`src/rtl/afed_pkg.sv`:
```
// ----------------------------------------------------------------------------
// afed_pkg
// Shared types and constants of the ACI frame event decoder.
// ----------------------------------------------------------------------------
package afed_pkg;

  localparam logic [7:0]  SYNC_BYTE = 8'hAA;

  localparam logic [15:0] OPC_LINK   = 16'h0014;
  localparam logic [15:0] OPC_CALL   = 16'h000A;
  localparam logic [15:0] OPC_PLAYER = 16'h000B;
  localparam logic [15:0] OPC_VOLUME = 16'h0020;
  localparam logic [15:0] OPC_TRACK  = 16'h0021;

  // Parameter byte values carried by the frames
  localparam logic [7:0] LINK_UP_VAL      = 8'h01;
  localparam logic [7:0] CALL_ST_IDLE     = 8'h00;
  localparam logic [7:0] CALL_ST_INCOMING = 8'h02;
  localparam logic [7:0] CALL_ST_OUTGOING = 8'h03;
  localparam logic [7:0] CALL_ST_ACTIVE   = 8'h04;
  localparam logic [7:0] PLAY_ST_PLAY     = 8'h01;
  localparam logic [7:0] PLAY_ST_PAUSE    = 8'h02;
  localparam logic [7:0] VOL_UNKNOWN      = 8'hFF;

  // Frame status codes
  localparam logic [1:0] ST_ACCEPTED = 2'd0;
  localparam logic [1:0] ST_EVENT    = 2'd1;
  localparam logic [1:0] ST_CHK_FAIL = 2'd2;
  localparam logic [1:0] ST_SHORT    = 2'd3;

  // Event codes
  localparam logic [3:0] EV_NONE         = 4'd0;
  localparam logic [3:0] EV_CONNECTED    = 4'd1;
  localparam logic [3:0] EV_DISCONNECTED = 4'd2;
  localparam logic [3:0] EV_INCOMING     = 4'd3;
  localparam logic [3:0] EV_REJECTED     = 4'd4;
  localparam logic [3:0] EV_VOL_UP       = 4'd5;
  localparam logic [3:0] EV_VOL_DOWN     = 4'd6;
  localparam logic [3:0] EV_TRACK        = 4'd7;
  localparam logic [3:0] EV_MUTE         = 4'd8;
  localparam logic [3:0] EV_PLAY_PAUSE   = 4'd9;
  localparam logic [3:0] EV_OUTGOING     = 4'd10;

  localparam logic [2:0] PARAM_COUNT_MAX = 3'd7;

  typedef enum logic [1:0] {
    CP_IDLE,
    CP_RINGING,
    CP_DIALLING,
    CP_TALKING
  } call_phase_t;

  // Session context kept across frames
  typedef struct packed {
    call_phase_t call_phase;
    logic        vol_baselined;
    logic [7:0]  last_volume;
  } ctx_t;

  // Kept fields of a finished frame
  typedef struct packed {
    logic [15:0] opcode;
    logic [2:0]  param_count;
    logic [7:0]  param_first;
    logic [7:0]  param_second;
    logic [7:0]  param_seventh;
  } frame_t;

  typedef struct packed {
    logic [1:0]  frame_status;
    logic [3:0]  event_code;
    logic [15:0] frame_opcode;
  } out_item_t;

endpackage

```
`src/rtl/afed_in_if.sv`:
```
// ----------------------------------------------------------------------------
// afed_in_if
// Byte stream channel into the decoder.
// ----------------------------------------------------------------------------
interface afed_in_if;
  logic       valid;
  logic       ready;
  logic [7:0] rx_byte;

  modport source (output valid, output rx_byte, input ready);
  modport sink   (input valid, input rx_byte, output ready);
endinterface

```
`src/rtl/afed_out_if.sv`:
```
// ----------------------------------------------------------------------------
// afed_out_if
// Frame result channel out of the decoder.
// ----------------------------------------------------------------------------
interface afed_out_if;
  logic        valid;
  logic        ready;
  logic [1:0]  frame_status;
  logic [3:0]  event_code;
  logic [15:0] frame_opcode;

  modport source (output valid, output frame_status, output event_code,
                  output frame_opcode, input ready);
  modport sink   (input valid, input frame_status, input event_code,
                  input frame_opcode, output ready);
endinterface

```
`src/rtl/aci_frame_event_decoder.sv`:
```
// ----------------------------------------------------------------------------
// aci_frame_event_decoder
// Deframes ACI frames from a byte stream and reports one result per frame.
// ----------------------------------------------------------------------------
// One byte is taken per clock cycle while ready is high. Each byte advances
// the deframer and, for a checksum byte or a length field below two, writes
// one result into the output register, or into the one-entry skid stage
// behind it when the register is full; the skid stage lets input flow while
// a result waits. Ready falls only when both the output register and the
// skid stage hold results. Bytes seen before a sync byte are dropped. Frames
// with a bad checksum report status 2 and leave the session context untouched.
module aci_frame_event_decoder (
  input  logic      clk,
  input  logic      rst,
  afed_in_if.sink   in_ch,
  afed_out_if.source out_ch
);
  import afed_pkg::*;

  typedef enum logic [2:0] {
    PH_SYNC,
    PH_SEQ,
    PH_LEN_L,
    PH_LEN_H,
    PH_OPC_L,
    PH_OPC_H,
    PH_PARAMS,
    PH_CHK
  } phase_t;

  phase_t      phase, phase_next;
  logic [15:0] bytes_left, bytes_left_next;
  logic [7:0]  sum_acc, sum_acc_next;
  frame_t      frame, frame_next;
  ctx_t        ctx, ctx_next;

  logic        out_valid, out_valid_next;
  out_item_t   out_item, out_item_next;
  logic        skid_valid, skid_valid_next;
  out_item_t   skid_item, skid_item_next;

  logic        accept;
  logic        drain;
  logic        res_valid;
  out_item_t   res_item;
  logic [7:0]  b;
  logic [15:0] len;
  logic [3:0]  dec_event;
  ctx_t        dec_ctx;

  afed_frame_decode u_decode (
    .frame      (frame),
    .ctx        (ctx),
    .event_code (dec_event),
    .ctx_next   (dec_ctx)
  );

  assign in_ch.ready         = !skid_valid;
  assign accept              = in_ch.valid && in_ch.ready;
  assign drain               = out_valid && out_ch.ready;
  assign b                   = in_ch.rx_byte;
  assign len                 = {b, bytes_left[7:0]};

  assign out_ch.valid        = out_valid;
  assign out_ch.frame_status = out_item.frame_status;
  assign out_ch.event_code   = out_item.event_code;
  assign out_ch.frame_opcode = out_item.frame_opcode;

  // Deframer
  always_comb begin
    phase_next      = phase;
    bytes_left_next = bytes_left;
    sum_acc_next    = sum_acc;
    frame_next      = frame;
    ctx_next        = ctx;
    res_valid       = 1'b0;
    res_item        = '0;
    if (accept) begin
      unique case (phase)
        PH_SYNC: begin
          if (b == SYNC_BYTE) begin
            bytes_left_next        = '0;
            sum_acc_next           = '0;
            frame_next.param_count = '0;
            phase_next             = PH_SEQ;
          end
        end
        PH_SEQ: begin
          sum_acc_next = b;
          phase_next   = PH_LEN_L;
        end
        PH_LEN_L: begin
          bytes_left_next = {8'd0, b};
          sum_acc_next    = sum_acc + b;
          phase_next      = PH_LEN_H;
        end
        PH_LEN_H: begin
          sum_acc_next = sum_acc + b;
          if (len[15:1] == 15'd0) begin
            // drop the frame and report the short length
            bytes_left_next        = '0;
            sum_acc_next           = '0;
            frame_next.param_count = '0;
            phase_next             = PH_SYNC;
            res_valid              = 1'b1;
            res_item.frame_status  = ST_SHORT;
            res_item.event_code    = EV_NONE;
            res_item.frame_opcode  = '0;
          end else begin
            bytes_left_next = len - 16'd2;
            phase_next      = PH_OPC_L;
          end
        end
        PH_OPC_L: begin
          frame_next.opcode = {8'd0, b};
          sum_acc_next      = sum_acc + b;
          phase_next        = PH_OPC_H;
        end
        PH_OPC_H: begin
          frame_next.opcode      = {b, frame.opcode[7:0]};
          sum_acc_next           = sum_acc + b;
          frame_next.param_count = '0;
          phase_next             = (bytes_left == 16'd0) ? PH_CHK : PH_PARAMS;
        end
        PH_PARAMS: begin
          if (frame.param_count == 3'd0)      frame_next.param_first   = b;
          else if (frame.param_count == 3'd1) frame_next.param_second  = b;
          else if (frame.param_count == 3'd6) frame_next.param_seventh = b;
          if (frame.param_count != PARAM_COUNT_MAX) begin
            frame_next.param_count = frame.param_count + 3'd1;
          end
          sum_acc_next    = sum_acc + b;
          bytes_left_next = bytes_left - 16'd1;
          if (bytes_left == 16'd1) phase_next = PH_CHK;
        end
        PH_CHK: begin
          res_valid = 1'b1;
          if (b == (~sum_acc + 8'd1)) begin
            ctx_next              = dec_ctx;
            res_item.event_code   = dec_event;
            res_item.frame_status = (dec_event != EV_NONE) ? ST_EVENT : ST_ACCEPTED;
          end else begin
            res_item.event_code   = EV_NONE;
            res_item.frame_status = ST_CHK_FAIL;
          end
          res_item.frame_opcode  = frame.opcode;
          bytes_left_next        = '0;
          sum_acc_next           = '0;
          frame_next.param_count = '0;
          phase_next             = PH_SYNC;
        end
        default: ;
      endcase
    end
  end

  // Output register with skid stage
  always_comb begin
    out_valid_next  = out_valid;
    out_item_next   = out_item;
    skid_valid_next = skid_valid;
    skid_item_next  = skid_item;
    if (drain) begin
      if (skid_valid) begin
        out_item_next   = skid_item;
        skid_valid_next = 1'b0;
      end else begin
        out_valid_next = 1'b0;
      end
    end
    if (res_valid) begin
      if (!out_valid_next) begin
        out_valid_next = 1'b1;
        out_item_next  = res_item;
      end else begin
        skid_valid_next = 1'b1;
        skid_item_next  = res_item;
      end
    end
  end

  always_ff @(posedge clk) begin
    out_item  <= out_item_next;
    skid_item <= skid_item_next;
    if (rst) begin
      phase                <= PH_SYNC;
      bytes_left           <= '0;
      sum_acc              <= '0;
      frame                <= '0;
      ctx.call_phase       <= CP_IDLE;
      ctx.vol_baselined    <= 1'b0;
      ctx.last_volume      <= VOL_UNKNOWN;
      out_valid            <= 1'b0;
      skid_valid           <= 1'b0;
    end else begin
      phase      <= phase_next;
      bytes_left <= bytes_left_next;
      sum_acc    <= sum_acc_next;
      frame      <= frame_next;
      ctx        <= ctx_next;
      out_valid  <= out_valid_next;
      skid_valid <= skid_valid_next;
    end
  end

endmodule

```
`src/rtl/afed_frame_decode.sv`:
```
// ----------------------------------------------------------------------------
// afed_frame_decode
// Maps the opcode and kept parameters of a good frame to an event code and
// the updated session context.
// ----------------------------------------------------------------------------
module afed_frame_decode (
  input  afed_pkg::frame_t frame,
  input  afed_pkg::ctx_t   ctx,
  output logic [3:0]       event_code,
  output afed_pkg::ctx_t   ctx_next
);
  import afed_pkg::*;

  always_comb begin
    event_code = EV_NONE;
    ctx_next   = ctx;
    unique case (frame.opcode)
      OPC_LINK: begin
        if (frame.param_count != 3'd0) begin
          ctx_next.call_phase    = CP_IDLE;
          ctx_next.vol_baselined = 1'b0;
          ctx_next.last_volume   = VOL_UNKNOWN;
          event_code = (frame.param_first == LINK_UP_VAL) ? EV_CONNECTED
                                                          : EV_DISCONNECTED;
        end
      end
      OPC_CALL: begin
        if (frame.param_count >= 3'd2) begin
          case (frame.param_second)
            CALL_ST_INCOMING: begin
              ctx_next.call_phase = CP_RINGING;
              event_code = EV_INCOMING;
            end
            CALL_ST_OUTGOING: begin
              ctx_next.call_phase = CP_DIALLING;
              event_code = EV_OUTGOING;
            end
            CALL_ST_ACTIVE: begin
              ctx_next.call_phase = CP_TALKING;
            end
            CALL_ST_IDLE: begin
              if (ctx.call_phase == CP_RINGING) event_code = EV_REJECTED;
              ctx_next.call_phase    = CP_IDLE;
              ctx_next.vol_baselined = 1'b0;
            end
            default: ;
          endcase
        end
      end
      OPC_PLAYER: begin
        if (frame.param_count == PARAM_COUNT_MAX &&
            (frame.param_seventh == PLAY_ST_PLAY ||
             frame.param_seventh == PLAY_ST_PAUSE)) begin
          event_code = EV_PLAY_PAUSE;
        end
      end
      OPC_VOLUME: begin
        if (frame.param_count != 3'd0) begin
          // hold volume silently during calls and until a baseline exists
          if (ctx.call_phase != CP_IDLE) begin
            ctx_next.last_volume = frame.param_first;
          end else if (!ctx.vol_baselined) begin
            ctx_next.last_volume   = frame.param_first;
            ctx_next.vol_baselined = 1'b1;
          end else if (frame.param_first == 8'd0 && ctx.last_volume != 8'd0) begin
            ctx_next.last_volume = 8'd0;
            event_code = EV_MUTE;
          end else if (frame.param_first > ctx.last_volume) begin
            ctx_next.last_volume = frame.param_first;
            event_code = EV_VOL_UP;
          end else if (frame.param_first < ctx.last_volume) begin
            ctx_next.last_volume = frame.param_first;
            event_code = EV_VOL_DOWN;
          end
        end
      end
      OPC_TRACK: begin
        event_code = EV_TRACK;
      end
      default: ;
    endcase
  end

endmodule

```
`src/flat_wrapper.sv`:
```
// flat-port wrapper written by rule: the top's interface ports become plain ports
module aci_frame_event_decoder_flat import afed_pkg::*;
  (clk, rst, in_ch_valid, in_ch_rx_byte, in_ch_ready, out_ch_valid, out_ch_frame_status, out_ch_event_code, out_ch_frame_opcode, out_ch_ready);
  afed_in_if in_ch_i ();
  afed_out_if out_ch_i ();
  input  logic clk;
  input  logic rst;
  input wire logic [$bits(in_ch_i.valid)-1:0] in_ch_valid;
  input wire logic [$bits(in_ch_i.rx_byte)-1:0] in_ch_rx_byte;
  output wire logic [$bits(in_ch_i.ready)-1:0] in_ch_ready;
  output wire logic [$bits(out_ch_i.valid)-1:0] out_ch_valid;
  output wire logic [$bits(out_ch_i.frame_status)-1:0] out_ch_frame_status;
  output wire logic [$bits(out_ch_i.event_code)-1:0] out_ch_event_code;
  output wire logic [$bits(out_ch_i.frame_opcode)-1:0] out_ch_frame_opcode;
  input wire logic [$bits(out_ch_i.ready)-1:0] out_ch_ready;
  assign in_ch_i.valid = in_ch_valid;
  assign in_ch_i.rx_byte = in_ch_rx_byte;
  assign in_ch_ready = in_ch_i.ready;
  assign out_ch_valid = out_ch_i.valid;
  assign out_ch_frame_status = out_ch_i.frame_status;
  assign out_ch_event_code = out_ch_i.event_code;
  assign out_ch_frame_opcode = out_ch_i.frame_opcode;
  assign out_ch_i.ready = out_ch_ready;
  aci_frame_event_decoder u_core (.clk(clk), .rst(rst), .in_ch(in_ch_i), .out_ch(out_ch_i));
endmodule
```
`config.mk`:
```
export PLATFORM = sky130hd
export DESIGN_NAME = aci_frame_event_decoder_flat
export DESIGN_NICKNAME = d
export VERILOG_FILES = /design/src/rtl/afed_pkg.sv /design/src/rtl/afed_in_if.sv /design/src/rtl/afed_out_if.sv /design/src/rtl/aci_frame_event_decoder.sv /design/src/rtl/afed_frame_decode.sv /design/src/flat_wrapper.sv
export SDC_FILE = /design/constraint.sdc
export NUM_CORES = 1
export LEC_CHECK = 0
export BUFFER_PORTS_ARGS = -buffer_cell sky130_fd_sc_hd__buf_2
export CORE_ASPECT_RATIO = 0.6
export CORE_MARGIN = 5
export CORE_UTILIZATION = 35
export DETAILED_ROUTE_END_ITERATION = 10
export PLACE_DENSITY_LB_ADDON = 0.15
export SYNTH_ARGS = -nofsm -noshare
export SYNTH_HDL_FRONTEND = slang
export SYNTH_HIERARCHICAL = 1
export SYNTH_SLANG_ARGS = --single-unit
```
`constraint.sdc`:
```
create_clock -name clk -period 4.06 [get_ports clk]
set_clock_uncertainty 0.1 [all_clocks]
set_input_delay 0.609 -clock clk [delete_from_list [all_inputs] [get_ports clk]]
set_output_delay 0.609 -clock clk [all_outputs]
set_load 0.02 [all_outputs]
```
Word level (Yosys, flattened, before mapping)

Index checks and enable logic that the tools add are counted.

Shift operators: 0
Eq/ne operators: 37
Divide/modulo/power cells: 0
$mul: 0
Bitwise operators: 4
Add/sub/neg operators: 5
Muxes and demuxes: 61
Magnitude comparators: 3
Reductions and logical operators: 37

Operators by type and width:

| kind                                                                  | count |
|---|---|
| 22-bit 2-to-1 mux                                                     | 6 |
| 16-bit case mux with 5 select lines                                   | 1 |
| 8-bit 2-to-1 mux                                                      | 7 |
| 22-bit case mux with 2 select lines                                   | 1 |
| 8-bit case mux with 5 select lines                                    | 1 |
| 16-bit by 4-bit == test with 1-bit output (second input constant)     | 2 |
| 16-bit by 6-bit == test with 1-bit output (second input constant)     | 2 |
| 16-bit 2-to-1 mux                                                     | 2 |
| 16-bit case mux with 2 select lines                                   | 1 |
| 3-bit 2-to-1 mux                                                      | 10 |
| 8-bit by 2-bit == test with 1-bit output (second input constant)      | 3 |
| 4-bit 2-to-1 mux                                                      | 6 |
| 3-bit case mux with 8 select lines                                    | 1 |
| 4-bit case mux with 5 select lines                                    | 1 |
| 3-bit == test (second input constant)                                 | 6 |
| 16-bit by 1-bit == test with 1-bit output (second input constant)     | 1 |
| 16-bit by 5-bit == test with 1-bit output (second input constant)     | 1 |
| 8-bit by 1-bit == test with 1-bit output (second input constant)      | 2 |
| 16-bit logical NOT                                                    | 1 |
| 8-bit logical NOT                                                     | 2 |
| 8-bit case mux with 2 select lines                                    | 1 |
| 16-bit by 1-bit subtractor with 16-bit output (second input constant) | 1 |
| 16-bit by 2-bit subtractor with 16-bit output (second input constant) | 1 |
| 15-bit logical NOT                                                    | 1 |
| other kinds (47)                                                      | 86 |

Register bits: 127
Bits in latches: 0
Memory bits (writable): 0
Input bits: 12
Memories: 0
Memory bits (read-only): 0

Depth between registers and ports, before layout

Gate-level depths: netlist of run 1.

Depth in word-level cells: 15
Depth in mapped cells: 10

Hierarchy

Netlist of run 1, hierarchy kept.

Modules (own cells, without submodules):

| module                  | sequential area each (µm²) | area each (µm²) | cells an instance | times used |
|---|---|---|---|---|
| aci_frame_event_decoder | 2,762.6                    | 6,223.5         | 702               | 1 |
| afed_frame_decode       | 0.0                        | 942.2           | 133               | 1 |

Worst setup path after synthesis of run 1

OpenSTA, ideal clock, no wires.

Path kind: input-to-reg
From: input in_ch_rx_byte[1]
To: register u_core/skid_item[0] (netlist name) (enable)
Stages: 5
Buffers on the path: 0
Data arrival time: 2.769 ns
Data required time: 3.559 ns
Slack: 0.790 ns
Path through: or4_4 or3_4 nor2_4 o21ai_0 nor2_1

Longest elaborated chain between the ends: 5

RTL lines:

| item                               | line                           | RTL |
|---|---|---|
| start: declaration                 | flat_wrapper.sv:9              | `input wire logic [$bits(in_ch_i.rx_byte)-1:0] in_ch_rx_byte;` |
| 15-bit logical NOT                 | aci_frame_event_decoder.sv:99  | `if (len[15:1] == 15'd0) begin` |
| 1-bit 2-to-1 mux                   | aci_frame_event_decoder.sv:99  |  |
| 1-bit case mux with 2 select lines | aci_frame_event_decoder.sv:79  | `unique case (phase)` |
| 1-bit 2-to-1 mux                   | aci_frame_event_decoder.sv:78  | `if (accept) begin` |
| 2-bit AND reduction (no line)      | --                             |  |
| end signal: assignment             | aci_frame_event_decoder.sv:184 | `skid_item <= skid_item_next;` |
| end: declaration                   | aci_frame_event_decoder.sv:40  | `out_item_t skid_item, skid_item_next;` |

Every way passes these cells.
A chain may end at the register's enable or synchronous reset.

==> flow_summary.json, run 1 <==
{
  "clk_latency_ns": 0.43,
  "synth_top_area_cell": "dfxtp_1",
  "p_sw_share_pct": 23.9,
  "leakagePower_nw": 3.13,
  "area_delta_synth_final_pct": 14.8,
  "avgRoutedWirePerCell_um": 18.4,
  "dp_hpwl_mm": 14.8,
  "fin_crit_ns": 3.05,
  "fin_tns_setup_ns": 0,
  "power_frac_seq_pct": 43.8,
  "relSlewSlack_pct": 31.1,
  "cp_data_arrival_time_ns": 3.26,
  "hold_viol": 0,
  "cts-root-buf": "clkbuf_16",
  "p_int_mw": 2.22,
  "drt_iter0_drc": 651,
  "synth.distinct_cells": 74,
  "netSwitchingPower_mw": 0.698,
  "die_x_um": 195,
  "fin_nets": 903,
  "wl_mm": 21.2,
  "drv_slew": 0,
  "stdcell_area_um2": 8230,
  "overflow": 0,
  "drv_cap": 0,
  "cts_tree": "built",
  "fill_cells": 2002,
  "clockBufferDepth": 2,
  "syn_area_um2": 7170,
  "critPathSlowestCell": "or4_1",
  "final_cell_mix": "dfxtp_1, nor2_1, nand2_1, o21ai_0, mux2i_1",
  "drt-pass1-iter-count": 5,
  "crit_path_cell_trace": "or4_1 -> nor4_2 -> a21oi_1 -> a21bo_2 -> o221ai_1 -> nor4_1 -> o22ai_1 -> a21o_1",
  "critPathLaunchType": "flip-flop",
  "critPathMaxStageDelay_ns": 0.56,
  "timing.fmax_mhz": 328,
  "cts_setup_buffers": 0,
  "yosysWarnings": 6,
  "ir_drop_mv": 0.337,
  "grt_pass1_vias": 5783,
  "syn_nets": 874,
  "r2r-start": "u_core/frame[21]",
  "power_frac_comb_pct": 3.2,
  "synth_top_area_share_pct": 29.3,
  "h-tree-depth": 4,
  "crit_start": "u_core/frame[21]",
  "async_reset_ff_share_pct": 0,
  "drive_gt1_share_pct": 12.5,
  "synth_area_leaders": "dfxtp_1, edfxtp_1, mux2i_1, nor2_1, ha_1",
  "rsz0062_at_grt": "no",
  "fin_crit_sh_pct": 75.1,
  "ctsHoldBuffers": 0,
  "place_area_um2": 7640,
  "start_util_pct": 35.7,
  "cp-end-kind": "flip-flop",
  "seq_area_frac_synth_pct": 38.6,
  "syn_avg_cell_area_um2": 8.58,
  "min_from": "out_ch_ready",
  "post-layout-total-power_mw": 2.92,
  "rows": 40,
  "path_class": "reg2reg",
  "drtAntennaViolNets": 0,
  "cts_resized": 0,
  "synthCells": 835,
  "fp.dieH_um": 121,
  "antenna_found_initial": 0,
  "cts_inserted_buffers": 17,
  "vias": 6300,
  "grt_pass1_wl_mm": 34.1,
  "ys_ff_latch": 127,
  "cellPowerDensity_nw_per_um2": 355,
  "clockPowerShare_pct": 53.0,
  "drcViolationCount": 0,
  "synth_edf_count": 22,
  "dieArea_um2": 23500,
  "path_max_fanout": 6,
  "hp-class": "in2reg",
  "cp.required_ns": 4.27,
  "synth_flop_cell": "dfxtp_1",
  "status": "complete, no violations",
  "final_util_pct": 41.0,
  "insertedDiodeCount": 0,
  "whs_ns": 0.341,
  "setup_viol": 0,
  "gp_congestion": 0.898,
  "final_common_cell": "dfxtp_1",
  "grt_max_degree": 35,
  "clk_pin_slew_ns": 0.06,
  "io_pins": 36,
  "grt_usage_pct": 18.3,
  "io_buffers": 35,
  "vias_per_cell": 5.48,
  "coreArea_um2": 20100,
  "worst-slew-pin-transition_ns": 1.03,
  "cts_num_sinks": 127
}
-- cells by family (layout without fill, tap and decap cells) --
family	count (synthesis)	after routing	share of synthesized area [%]
muxes	51	51	7.14
adders and majority gates	27	27	4.82
xor gates and xnor gates	25	25	3.06
buffers and inverters	78	120	4.61
AOI/OAI and AO/OA	217	217	20.1
DFF	127	127	38.6
and+or+nand+nor	310	310	21.7
-- cell usage after synthesis (3+ instances only) --
cell	n
or3_1	10
ha_1	26
nor3b_1	8
clkbuf_1	32
nor4_1	10
a31oi_1	6
a22oi_1	16
nand3_1	16
inv_1	32
nand2b_1	5
or4_1	5
nand4_1	7
o211ai_1	5
dfxtp_1	105
a22o_1	3
o21ai_0	60
a21oi_1	48
xor2_1	13
a221oi_1	11
mux2i_1	50
a211oi_1	6
nor2b_1	6
nor2_1	98
buf_2	6
buf_4	4
o221ai_1	8
o31a_1	3
o31ai_1	4
and2_1	19
o21a_1	3
edfxtp_1	22
a21o_1	6
nor3_1	32
a222oi_1	4
o22ai_1	12
nand2_1	71
xnor2_1	12
-- power groups by stage --
stage	sequential [mW]	clock, mW	combinational, mW
finish	1.28	1.55	0.0934
global route	1.28	1.66	0.101
CTS	1.28	1.58	0.0928
detailed placement	1.30	0	0.0924
global placement	1.30	0	0.0931
floorplan	1.30	0	0.0546
-- state kept, by name (all words and copies together), names as in the netlist --
register / count
u_core/skid_item: 22
u_core/bytes_left: 16
u_core/frame: 43
u_core/out_ch.frame_opcode: 16
u_core/out_ch.event_code: 4
u_core/out_ch.valid: 1
u_core/phase: 3
u_core/sum_acc: 8
u_core/skid_valid: 1
u_core/out_ch.frame_status: 2
u_core/ctx: 11
-- critical path: cells and delay by family (launching register included) --
| family | cells | cell delay, ns |
|---|---|---|
| and+or+nand+nor | 3 | 1.44 |
| AOI/OAI and AO/OA | 5 | 1.06 |
| DFF | 1 | 0.35 |
-- routing by layer --
layer	wire length, um	vias to the layer above	track usage (%)
li1	-	3111	-
met1	11400	2965	29.8
met2	8110	213	23.3
met3	1560	11	4.34
met4	172	0	4.52
met5	0	-	0
-- final timing paths --
kind                                    to  slack (ns)  cells after the start
min reg2reg          u_core/bytes_left[13]        0.39                      1
max reg2reg  u_core/out_ch.frame_status[0]        1.01                      8
min                      u_core/skid_valid        0.34                      2
max          u_core/out_ch.frame_status[0]        1.01                      8
-- layout make-up --
type | count | area, um2 | area share [%]
sequential | 127 | 2760 | 33.6
multi-input combinational | 630 | 4080 | 49.6
clock buffer | 18 | 429 | 5.22
inverter | 32 | 120 | 1.46
clock inverter | 14 | 159 | 1.93
timing repair buffer | 56 | 333 | 4.05
tap | 273 | 342 | 4.15
-- stage by stage --
stage               setup WS (ns)  cells
floorplan                   0.790    835
detailed placement          0.842   1118
global route                0.844   1150
finish                       1.01   1150
CTS                          1.03   1150
global placement            0.900   1118
Power figures use the tool's default switching activity.
==> run 2, diff against run 1 <==
--- a/config.mk
+++ b/config.mk
@@ -5,6 +5,7 @@
 export SDC_FILE = /design/constraint.sdc
 export NUM_CORES = 1
 export LEC_CHECK = 0
+export ABC_AREA = 1
 export BUFFER_PORTS_ARGS = -buffer_cell sky130_fd_sc_hd__buf_2
 export CORE_ASPECT_RATIO = 0.6
 export CORE_MARGIN = 5
==> constraint.sdc (replaced) <==
create_clock -name clk -period 2.8 [get_ports clk]
set_clock_uncertainty 0.1 [all_clocks]
set_input_delay 0.42 -clock clk [delete_from_list [all_inputs] [get_ports clk]]
set_output_delay 0.42 -clock clk [all_outputs]
set_load 0.02 [all_outputs]
==> run 2 against run 1 <==
Flip-flop and latch count is the same. Die area increased by 6.8%. Sequential share of layout area fell by 2.3 points. Final area is 7.3% higher. Maximum frequency increased by 25%. Critical path type unchanged.
==> flow_summary.json, run 2 <==
{
  "r2r-start": "u_core/ctx[7]",
  "h-tree-depth": 4,
  "largest_reg_flops": 43,
  "drive_gt1_share_pct": 12.2,
  "synth_flop_cell": "dfxtp_1",
  "grt_usage_pct": 18.7,
  "fin_crit_sh_pct": 87.0,
  "cp-end-kind": "flip-flop",
  "syn_area_um2": 7690,
  "syn_nets": 1186,
  "r2r_end": "u_core/skid_item[20]",
  "hp-class": "in2reg",
  "drv_cap": 0,
  "holdPathStages": 3,
  "synth_common_cells": "nand2_1, nor2_1, inv_1",
  "synth.distinct_cells": 42,
  "antenna_found_initial": 0,
  "insertedDiodeCount": 0,
  "worst-slew-pin-transition_ns": 0.565,
  "path_max_fanout": 3,
  "drtAntennaViolNets": 0,
  "cp_data_arrival_time_ns": 2.50,
  "min_from": "in_ch_rx_byte[1]",
  "cts-root-buf": "clkbuf_16",
  "area_delta_synth_final_pct": 14.9,
  "drt_iter0_drc": 622,
  "grt_max_degree": 48,
  "overflow": 0,
  "regToRegSetupSlack_ns": 0.37,
  "start_util_pct": 35.2,
  "final_common_cell": "nand2_1",
  "vias_per_cell": 4.95,
  "grt_pass1_vias": 6777,
  "wl_mm": 23.4,
  "cellPowerDensity_nw_per_um2": 471,
  "dp_hpwl_mm": 17.1,
  "coreArea_um2": 21800,
  "relSlewSlack_pct": 62.2,
  "drt-pass1-iter-count": 6,
  "final_cell_mix": "nand2_1, nor2_1, inv_1, dfxtp_1, a21oi_1",
  "ctsHoldBuffers": 0,
  "gp_congestion": 0.906,
  "yosysWarnings": 6,
  "leakagePower_nw": 4.14,
  "setup_viol": 0,
  "vias": 7426,
  "rows": 42,
  "worstRegToRegCells": 15,
  "cts_num_sinks": 127,
  "synthCells": 1147,
  "synth_top_area_share_pct": 27.3,
  "cts_inserted_buffers": 17,
  "io_pins": 36,
  "drcViolationCount": 0,
  "drv_slew": 0,
  "fp.dieH_um": 125,
  "syn_avg_cell_area_um2": 6.70,
  "preCtsSetupSlack_ns": 0.400,
  "fin_crit_ns": 2.43,
  "ir_drop_mv": 0.318,
  "grt_pass1_wl_mm": 38.0,
  "synth_top_area_cell": "dfxtp_1",
  "path_class": "reg2reg",
  "seq_area_frac_synth_pct": 35.9,
  "timing.fmax_mhz": 411,
  "critPathLaunchType": "flip-flop",
  "hold_viol": 0,
  "status": "complete, no violations",
  "io_buffers": 35,
  "top_regs": "u_core/frame (43), u_core/skid_item (22)",
  "clk_pin_slew_ns": 0.06,
  "top_register": "u_core/frame",
  "avgRoutedWirePerCell_um": 15.6,
  "async_reset_ff_share_pct": 0,
  "clockBufferDepth": 2,
  "cts_tree": "built",
  "synth_area_leaders": "dfxtp_1, nand2_1, edfxtp_1, nor2_1, a21oi_1",
  "synth_edf_count": 22,
  "fin_nets": 1239,
  "cts_resized": 0,
  "clk_latency_ns": 0.42,
  "rsz0062_at_grt": "no",
  "die_x_um": 201,
  "fin_tns_setup_ns": 0,
  "synth_most_common_cell": "nand2_1",
  "cp.required_ns": 2.86,
  "hold_end": "u_core/frame[36]",
  "worst_slack_ns": 0.365,
  "cts_setup_buffers": 0,
  "dieArea_um2": 25100,
  "ys_ff_latch": 127
}
==> run 2: cell types whose count changed after synthesis, moves of 20 or more <==
| cell | delta |
|---|---|
| nor3_1 | -21 |
| nand3_1 | +69 |
| nor2_1 | +37 |
| clkbuf_1 | -21 |
| a21oi_1 | +46 |
| mux2i_1 | -45 |
| nand4_1 | +20 |
| inv_1 | +78 |
| nand2_1 | +255 |
==> run 2: how the worst max path moves through the flow <==
| stage | start | to | cells past startpoint |
|---|---|---|---|
| after CTS | u_core/ctx[7] | u_core/skid_item[20] | 15 |
| final | u_core/ctx[7] | u_core/skid_item[20] | 15 |
| after detailed placement | u_core/ctx[7] | u_core/skid_item[20] | 15 |
| after global placement | u_core/ctx[7] | u_core/skid_item[20] | 15 |
| after floorplan | in_ch_rx_byte[3] | u_core/skid_item[0] | 8 |
| after global routing | u_core/bytes_left[4] | u_core/out_ch.event_code[3] | 10 |
==> run 2: cell families after synthesis <==
family / share of synthesized area (%)
simple gates: 34.1
mux: 3.14
fa+ha+maj: 4.49
flops: 35.9
xor+xnor: 1.48
buf+inv: 8.06
compound gates: 12.7
==> run 2: power by group <==
part	internal, mW	switching [mW]
combinational	0.0685	0.157
sequential	1.87	0.0109
clock	1.22	0.837
==> run 2: layer usage <==
layer / wire [um] / vias up / track usage (%)
met4: 133 / 0 / 3.13
met2: 8720 / 195 / 24.9
met1: 13200 / 3354 / 30.7
met3: 1350 / 13 / 3.85
li1: - / 3864 / -
met5: 0 / - / 0
==> run 2: worst max-delay path, stage by stage, from the launching register on <==
cell and delay [ns]:
dfxtp_1 0.35, inv_1 0.08, ha_1 0.29, a21o_1 0.19, nor2_1 0.14, nand2_1 0.10
inv_1 0.09, nor2_1 0.05, nand2_1 0.07, nand2_1 0.05, nand2_1 0.05, nand3_1 0.10
nor4_1 0.28, nor2_1 0.06, nand3_1 0.10, a21oi_1 0.08
==> run 2: cell type report <==
cell class | instances | area [um2]
Tap cell | 286 | 358
Clock buffer | 22 | 444
Timing Repair Buffer | 64 | 393
Fill cell | 2357 | 13000
Clock inverter | 10 | 91.3
Multi-Input combinational cell | 864 | 4310
Sequential cell | 127 | 2760
Inverter | 126 | 473
==> run 2: stage by stage <==
stage	total power [mW]	hold slack, ns	std cells	instance area [um2]	utilization, %
6_report	4.16	0.221	1499	8830	40.5
2_1_floorplan	2.05	0.357	1147	7690	-
5_1_grt	4.32	0.237	1499	8830	40.5
3_5_place_dp	2.14	0.373	1467	8290	38.0
4_1_cts	4.22	0.199	1499	8830	40.5
3_3_place_gp	2.14	0.375	1467	8290	38.0
